**config.mk**
```make
export PLATFORM = sky130hd
export DESIGN_NAME = bytecode_instruction_decoder
export DESIGN_NICKNAME = d
export VERILOG_FILES = /design/src/hw/rtl/bid_pkg.sv /design/src/hw/rtl/bid_core.sv /design/src/hw/rtl/bytecode_instruction_decoder.sv
export SDC_FILE = /design/constraint.sdc
export NUM_CORES = 1
export LEC_CHECK = 0
export BUFFER_PORTS_ARGS = -buffer_cell sky130_fd_sc_hd__clkbuf_2
export CAP_MARGIN = 5
export CELL_PAD_IN_SITES_DETAIL_PLACEMENT = 0
export CELL_PAD_IN_SITES_GLOBAL_PLACEMENT = 1
export CORE_ASPECT_RATIO = 0.5
export CORE_UTILIZATION = 40
export DETAILED_ROUTE_END_ITERATION = 16
export GPL_ROUTABILITY_DRIVEN = 0
export MAX_ROUTING_LAYER = met4
export PLACE_DENSITY = 0.69
export RECOVER_POWER = 100
export SLEW_MARGIN = 20
export SYNTH_ARGS = -nofsm -noshare
export SYNTH_HDL_FRONTEND = slang
export SYNTH_HIERARCHICAL = 1
export SYNTH_SLANG_ARGS = --single-unit
export TNS_END_PERCENT = 20
```
**constraint.sdc**
```tcl
create_clock -name clk -period 14.1 [get_ports clk]
set_input_delay 2.115 -clock clk [delete_from_list [all_inputs] [get_ports clk]]
set_output_delay 2.115 -clock clk [all_outputs]
set_load 0.01 [all_outputs]
```
**src/hw/rtl/bid_pkg.sv**
```systemverilog
// Shared types, codes and opcode tables for the bytecode instruction decoder.
// No dependencies; imported by bid_core and bytecode_instruction_decoder.
package bid_pkg;

  localparam int unsigned NUM_OPCODES = 38;
  localparam logic [5:0]  CLOSURE_OPCODE = 6'd33;

  typedef enum logic [1:0] {
    ST_OK        = 2'd0,
    ST_UNKNOWN   = 2'd1,
    ST_TRUNCATED = 2'd2
  } status_t;

  typedef struct packed {
    logic [15:0] start_offset;
    logic [7:0]  opcode;
    logic [15:0] operand_first;
    logic [7:0]  operand_second;
    logic [1:0]  num_operands;
    logic [2:0]  byte_length;
    status_t     status;
  } result_t;

  typedef struct packed {
    logic emit;
    logic idle;
  } core_status_t;

  // operand bytes that follow the opcode
  function automatic logic [1:0] op_bytes(input logic [5:0] op);
    logic [1:0] n;
    case (op) inside
      6'd0, 6'd19, 6'd20, [6'd22:6'd25]:         n = 2'd2;
      6'd27, [6'd30:6'd32], 6'd34, 6'd36:        n = 2'd1;
      CLOSURE_OPCODE:                            n = 2'd3;
      default:                                   n = 2'd0;
    endcase
    return n;
  endfunction

  // operands that the opcode defines
  function automatic logic [1:0] arg_count(input logic [5:0] op);
    logic [1:0] n;
    case (op) inside
      6'd0, 6'd19, 6'd20, [6'd22:6'd25], 6'd27,
      [6'd30:6'd32], 6'd34, 6'd36:               n = 2'd1;
      CLOSURE_OPCODE:                            n = 2'd2;
      default:                                   n = 2'd0;
    endcase
    return n;
  endfunction

endpackage

```
**src/hw/rtl/bid_core.sv**
```systemverilog
// Decode state and single-pass decode logic: opcode table lookup, operand
// gathering and result formation. Depends on bid_pkg.
module bid_core #(
  parameter int unsigned OFFSET_BITS = 16
) (
  input  logic                  clk,
  input  logic                  rst,
  input  logic                  fire,
  input  logic [7:0]            code_byte,
  input  logic                  end_of_stream,
  output bid_pkg::core_status_t core_status,
  output bid_pkg::result_t      result
);
  import bid_pkg::*;

  logic [OFFSET_BITS-1:0] byte_offset, byte_offset_next;
  logic [1:0]             bytes_pending, bytes_pending_next;
  logic [5:0]             held_opcode, held_opcode_next;
  logic [OFFSET_BITS-1:0] held_start, held_start_next;
  logic [23:0]            operand_shift, operand_shift_next;

  logic        emit;
  logic [1:0]  nb;
  logic [1:0]  hw;
  logic [1:0]  tw;
  logic [31:0] start_wide;
  logic [31:0] held_wide;
  logic [31:0] held_next_wide;

  assign nb             = op_bytes(code_byte[5:0]);
  assign hw             = op_bytes(held_opcode);
  assign tw             = op_bytes(held_opcode_next);
  assign start_wide     = 32'(byte_offset);
  assign held_wide      = 32'(held_start);
  assign held_next_wide = 32'(held_start_next);

  always_comb begin
    byte_offset_next   = byte_offset + OFFSET_BITS'(1);
    bytes_pending_next = bytes_pending;
    held_opcode_next   = held_opcode;
    held_start_next    = held_start;
    operand_shift_next = operand_shift;
    emit               = 1'b0;
    result             = '0;
    if (bytes_pending == 2'd0) begin
      result.start_offset = start_wide[15:0];
      result.opcode       = code_byte;
      result.byte_length  = 3'd1;
      if (code_byte >= 8'(NUM_OPCODES)) begin
        emit          = 1'b1;
        result.status = ST_UNKNOWN;
      end else if (nb == 2'd0) begin
        emit          = 1'b1;
        result.status = ST_OK;
      end else begin
        held_opcode_next   = code_byte[5:0];
        held_start_next    = byte_offset;
        bytes_pending_next = nb;
        operand_shift_next = '0;
      end
    end else begin
      operand_shift_next = {operand_shift[15:0], code_byte};
      bytes_pending_next = bytes_pending - 2'd1;
      if (bytes_pending == 2'd1) begin
        emit                 = 1'b1;
        result.start_offset  = held_wide[15:0];
        result.opcode        = {2'b00, held_opcode};
        result.num_operands  = arg_count(held_opcode);
        result.byte_length   = {1'b0, hw} + 3'd1;
        result.status        = ST_OK;
        if (held_opcode == CLOSURE_OPCODE) begin
          result.operand_first  = operand_shift_next[23:8];
          result.operand_second = operand_shift_next[7:0];
        end else if (hw == 2'd2) begin
          result.operand_first = operand_shift_next[15:0];
        end else begin
          result.operand_first = {8'h00, operand_shift_next[7:0]};
        end
      end
    end
    if (end_of_stream) begin
      if (!emit && bytes_pending_next != 2'd0) begin
        emit                 = 1'b1;
        result               = '0;
        result.start_offset  = held_next_wide[15:0];
        result.opcode        = {2'b00, held_opcode_next};
        result.num_operands  = arg_count(held_opcode_next);
        result.byte_length   = 3'd1 + {1'b0, tw} - {1'b0, bytes_pending_next};
        result.status        = ST_TRUNCATED;
      end
      byte_offset_next   = '0;
      bytes_pending_next = 2'd0;
      operand_shift_next = '0;
    end
  end

  always_ff @(posedge clk) begin
    if (rst) begin
      byte_offset   <= '0;
      bytes_pending <= 2'd0;
      held_opcode   <= 6'd0;
      held_start    <= '0;
      operand_shift <= '0;
    end else if (fire) begin
      byte_offset   <= byte_offset_next;
      bytes_pending <= bytes_pending_next;
      held_opcode   <= held_opcode_next;
      held_start    <= held_start_next;
      operand_shift <= operand_shift_next;
    end
  end

  assign core_status.emit = emit;
  assign core_status.idle = (bytes_pending == 2'd0);

endmodule

```
**src/hw/rtl/bytecode_instruction_decoder.sv**
```systemverilog
// Top level of the bytecode instruction decoder: input word register,
// decode core and result register. Depends on bid_pkg and bid_core.
//
// Usage:
//   The slave channel takes one bytecode byte per word in s_axis_tdata; the
//   word flagged by s_axis_tlast is the last byte of a stream. The master
//   channel carries one word per decoded instruction, emitted on the cycle
//   after its last byte (or the stream's last byte) is decoded.
//   A byte is first held in the input register and decoded from there; its
//   result word then goes into the result register and m_axis_tvalid is set.
//   Throughput: one byte per cycle without stalls; the decode of a byte is one
//   table lookup and a byte shift between the input and result registers.
//   Only bytes that complete an instruction or end a stream produce a word.
//   A stall on m_axis_tready holds the result word; the input register then
//   holds its byte and s_axis_tready drops once that register is full.
//   Reset (rst, synchronous) empties both registers and sets the stream
//   offset to zero, expecting an opcode. An end of stream does the same for
//   the offset and the operand state.
module bytecode_instruction_decoder #(
  parameter int unsigned OFFSET_BITS = 16
) (
  input  logic        clk,
  input  logic        rst,
  input  logic        s_axis_tvalid,
  output logic        s_axis_tready,
  input  logic [7:0]  s_axis_tdata,   // [7:0] code_byte
  input  logic        s_axis_tlast,   // end_of_stream
  output logic        m_axis_tvalid,
  input  logic        m_axis_tready,
  output logic [55:0] m_axis_tdata,   // [15:0] start_offset, [23:16] opcode,
                                      // [39:24] operand_first,
                                      // [47:40] operand_second,
                                      // [49:48] num_operands,
                                      // [52:50] byte_length, [55:53] zero
  output logic [1:0]  m_axis_tuser    // [1:0] status
);
  import bid_pkg::*;

  logic         in_valid;
  logic [7:0]   in_byte;
  logic         in_eos;
  logic         fire;
  logic         accept;
  core_status_t core_status;
  result_t      core_result;
  result_t      out_result;

  assign fire          = in_valid && (!m_axis_tvalid || m_axis_tready);
  assign s_axis_tready = !in_valid || fire;
  assign accept        = s_axis_tvalid && s_axis_tready;

  always_ff @(posedge clk) begin
    if (rst) begin
      in_valid <= 1'b0;
    end else if (accept) begin
      in_valid <= 1'b1;
    end else if (fire) begin
      in_valid <= 1'b0;
    end
  end

  always_ff @(posedge clk) begin
    if (accept) begin
      in_byte <= s_axis_tdata;
      in_eos  <= s_axis_tlast;
    end
  end

  bid_core #(
    .OFFSET_BITS(OFFSET_BITS)
  ) u_core (
    .clk          (clk),
    .rst          (rst),
    .fire         (fire),
    .code_byte    (in_byte),
    .end_of_stream(in_eos),
    .core_status  (core_status),
    .result       (core_result)
  );

  always_ff @(posedge clk) begin
    if (rst) begin
      m_axis_tvalid <= 1'b0;
    end else if (fire) begin
      m_axis_tvalid <= core_status.emit;
    end else if (m_axis_tready) begin
      m_axis_tvalid <= 1'b0;
    end
  end

  always_ff @(posedge clk) begin
    if (fire && core_status.emit) begin
      out_result <= core_result;
    end
  end

  assign m_axis_tdata = {3'b000,
                         out_result.byte_length,
                         out_result.num_operands,
                         out_result.operand_second,
                         out_result.operand_first,
                         out_result.opcode,
                         out_result.start_offset};
  assign m_axis_tuser = out_result.status;

  a_ready_low_only_when_full: assert property (@(posedge clk) disable iff (rst)
    !s_axis_tready |-> in_valid)
    else $error("input stalled with empty input register");

  a_eos_returns_idle: assert property (@(posedge clk) disable iff (rst)
    (fire && in_eos) |=> core_status.idle)
    else $error("decoder still gathering operands after end of stream");

  a_unknown_shape: assert property (@(posedge clk) disable iff (rst)
    (m_axis_tvalid && out_result.status == ST_UNKNOWN) |->
      (out_result.byte_length == 3'd1 && out_result.num_operands == 2'd0 &&
       out_result.operand_first == 16'd0))
    else $error("unknown opcode result not a single bare byte");

endmodule
```
==> results.md <==
* Die Y at 84.8 um
* Max Fclk at 197 MHz
* Total negative slack at 0 ps
* Fill count at between 1k and 1.5k
* Sequential share of the synthesized area at ~56%
* CP Class: flip-flop to flip-flop
* Yosys top cell by area: edfxtp_1
* Final nets at 582
* CTS buffer count at 17
* Vias in the first global route at 3758
* VDD IR max at 63.4 uV
* Total grt overflow at 0
* TritonCTS clock tree: done
* RSZ-0062 raised after global routing: false
* Max-slew headroom at -71.7%
* Period utilization at 36.1%
* Setup bufs post-CTS at 0
* Worst Hold Class: flip-flop to flip-flop
* Cell count after synthesis at 513
* Critical path launch point type: flip-flop
* Prevailing post-synth register cell: edfxtp_1
* Worst-Skew Late Latency at 410 ps
* Slew @ Worst Pin at 2580 ps
* Post-route ant nets at 0
* PortBufs at 69
* Crit path required time at 14070 ps
* Clock transition at path regs at 60 ps
* Post-CTS resize count at 0
* # rows at 29
* Static Leak at roughly 2.2 nW
* Synth Area per Inst at about 11 um2
* Worst hold margin at 497 ps
* Netlist cell types at 54
* Die X at 168 um
* Die area at 14200 um2
* Nature of the critical path endpoint: flip-flop
* R2r endpoint: m_axis_tdata[30]
* CTS Sinks at 122
* Post-Synthesis Cell Area at 5480 um2
* WL per Instance at approximately 17 um
* Asr flop ratio synth at 0%
* Routed vias/inst at 5.38
* CP startpoint: in_byte[1]
* Top cells by count, synth: edfxtp_1, nand2_1, dfxtp_1, nor2_1, a21oi_1
* R2R cell count at 8
* Top Ports at 73
* Seq cells post-synth at between 100 and 150
* Final wirelength at approximately 12 mm
* CP Data Arrival Time at 5050 ps
* Post-route setup slack at 9010 ps
* Drt pass-1 iters at 4
* Post-synth EDFFs at 64
* Count leader, synth: edfxtp_1
* Status: finished with violations
* Worst Setup EP: m_axis_tdata[30]
* Drt initial violations at 225
* Layout cells sized above 1 at 10.6%
* Initial core utilization at 42.1%
* Hold Buf Count CTS at 0
* Initial antenna violation count at 0
* Place WS at 9500 ps
* Post-detail-place hpwl at 7.49 mm
* Clk_skew at 7.30 ps
* Clock tree buffer depth at 2
* R2R Path Start: in_byte[1]
* Crit-path max FO at 46
* Synth area leaders: edfxtp_1, dfxtp_1, mux2i_1, nand2_1, a21oi_1
* DP Area at 5890 um2
* Pin count of the biggest net entering global routing at 47
* DRC at 0
* Slew Viols, Final at 93
* Share of the synthesized area in the top cell type at a little over a third
* P&R area growth vs syn at 17.1%
* Global-route wire length before repair at 20.2 mm
* # diodes at 0
* DR vias at around 4k
* FF-to-FF setup slack at 9010 ps
* Core area at 13000 um2
* Pwr dens at approximately 140 nW/um2
* Final instance area at 6420 um2
* Max Cap Violations at 2
* Final Setup Violations at 0
* Failing checks: capacitance limit, slew limit
* H-Tree Depth at 4
* CTS root buf: clkbuf_16
* Final hold vios at 0
* Yosys warns at 6
* Tot GR Track Use at 19.1%
* Tmin final at 5090 ps
-- per-layer routing --
metal	vias to the layer above	global-route usage [%]	part of all wire, %
met5	-	-	0
met4	0	6.76	0.90
met3	11	4.05	3.4
met2	74	28.5	44
met1	1969	25.6	52
li1	1958	-	-
-- stage by stage --
stage | utilization (%) | total power, W | std cells
2_1_floorplan | - | 0.000422 | 515
3_3_place_gp | 45.2 | 0.000435 | 714
3_5_place_dp | 45.2 | 0.000435 | 714
4_1_cts | 50.1 | 0.000905 | 746
5_1_grt | 49.3 | 0.000928 | 746
6_report | 49.3 | 0.000895 | 746
-- worst max-delay path, cell delays in order, from the launching register on --
cell      delay, ps
edfxtp_1        790
nor2_1          190
a221oi_1        350
o32ai_1         230
a31oi_1         250
or2_2           150
nand2_1          70
nor2b_1         690
clkbuf_1       1900
-- placed cells by master, fill, tap and decap left out, drive strengths merged, types with 3 or more instances in the layout --
cell and count:
clkinv 4, a21oi 41, nand4 6, clkbuf 92, xor2 11, and2 8, a22o 22, xnor2 3
nand2b 7, conb 3, mux2i 24, inv 16, buf 4, nor2 46, o22ai 5, dfxtp 58
a311oi 17, nand3 14, and3 5, nand2 61, mux2 4, bufinv 4, ha 6, nor3 9
o21ai 8, edfxtp 64, a32oi 3
-- worst min-delay path by stage --
stage	from	endpoint	slack, ps	cells after the start
floorplan	u_core/held_start[15]	u_core/held_start[15]	460	2
global placement	u_core/held_start[1]	u_core/held_start[1]	470	2
detailed placement	u_core/held_start[15]	u_core/held_start[15]	490	2
CTS	u_core/held_start[14]	u_core/held_start[14]	500	2
global route	u_core/held_start[4]	u_core/held_start[4]	520	2
finish	u_core/held_start[14]	u_core/held_start[14]	500	2
-- sequential cells by signal, summed over array words and instances (netlist names), 2 cells and up --
name	flops
in_byte	8
m_axis_tdata	53
m_axis_tuser	2
u_core/byte_offset	16
u_core/bytes_pending	2
u_core/held_opcode	6
u_core/held_start	16
u_core/operand_shift	16
-- logic make-up after synthesis --
family / share of synthesized area [%]
buffers and inverters: 4.75
other: 0.0684
xor gates and xnor gates: 2.24
muxes: 5.20
adders and majority gates: 1.73
DFF: 56.2
AOI/OAI and AO/OA: 15.3
and+or+nand+nor: 14.5
-- power breakdown --
part	internal (W)	total, W	switching (W)
Sequential	0.000382	0.000391	0.00000811
Clock	0.000314	0.000470	0.000156
Combinational	0.0000111	0.0000348	0.0000237
-- layout make-up --
cell class              instances  area (um2)  share of cell area [%]
clock inverters                11         163                    2.53
flip-flops and latches        122        3080                    48.0
well taps                     170         213                    3.31
clock buffers                  21         480                    7.49
multi-input cells             334        2120                    33.0
repair buffers                 75         310                    4.83
inverters                      13        48.8                   0.760
Note: power is estimated with default switching activity, not from simulation.
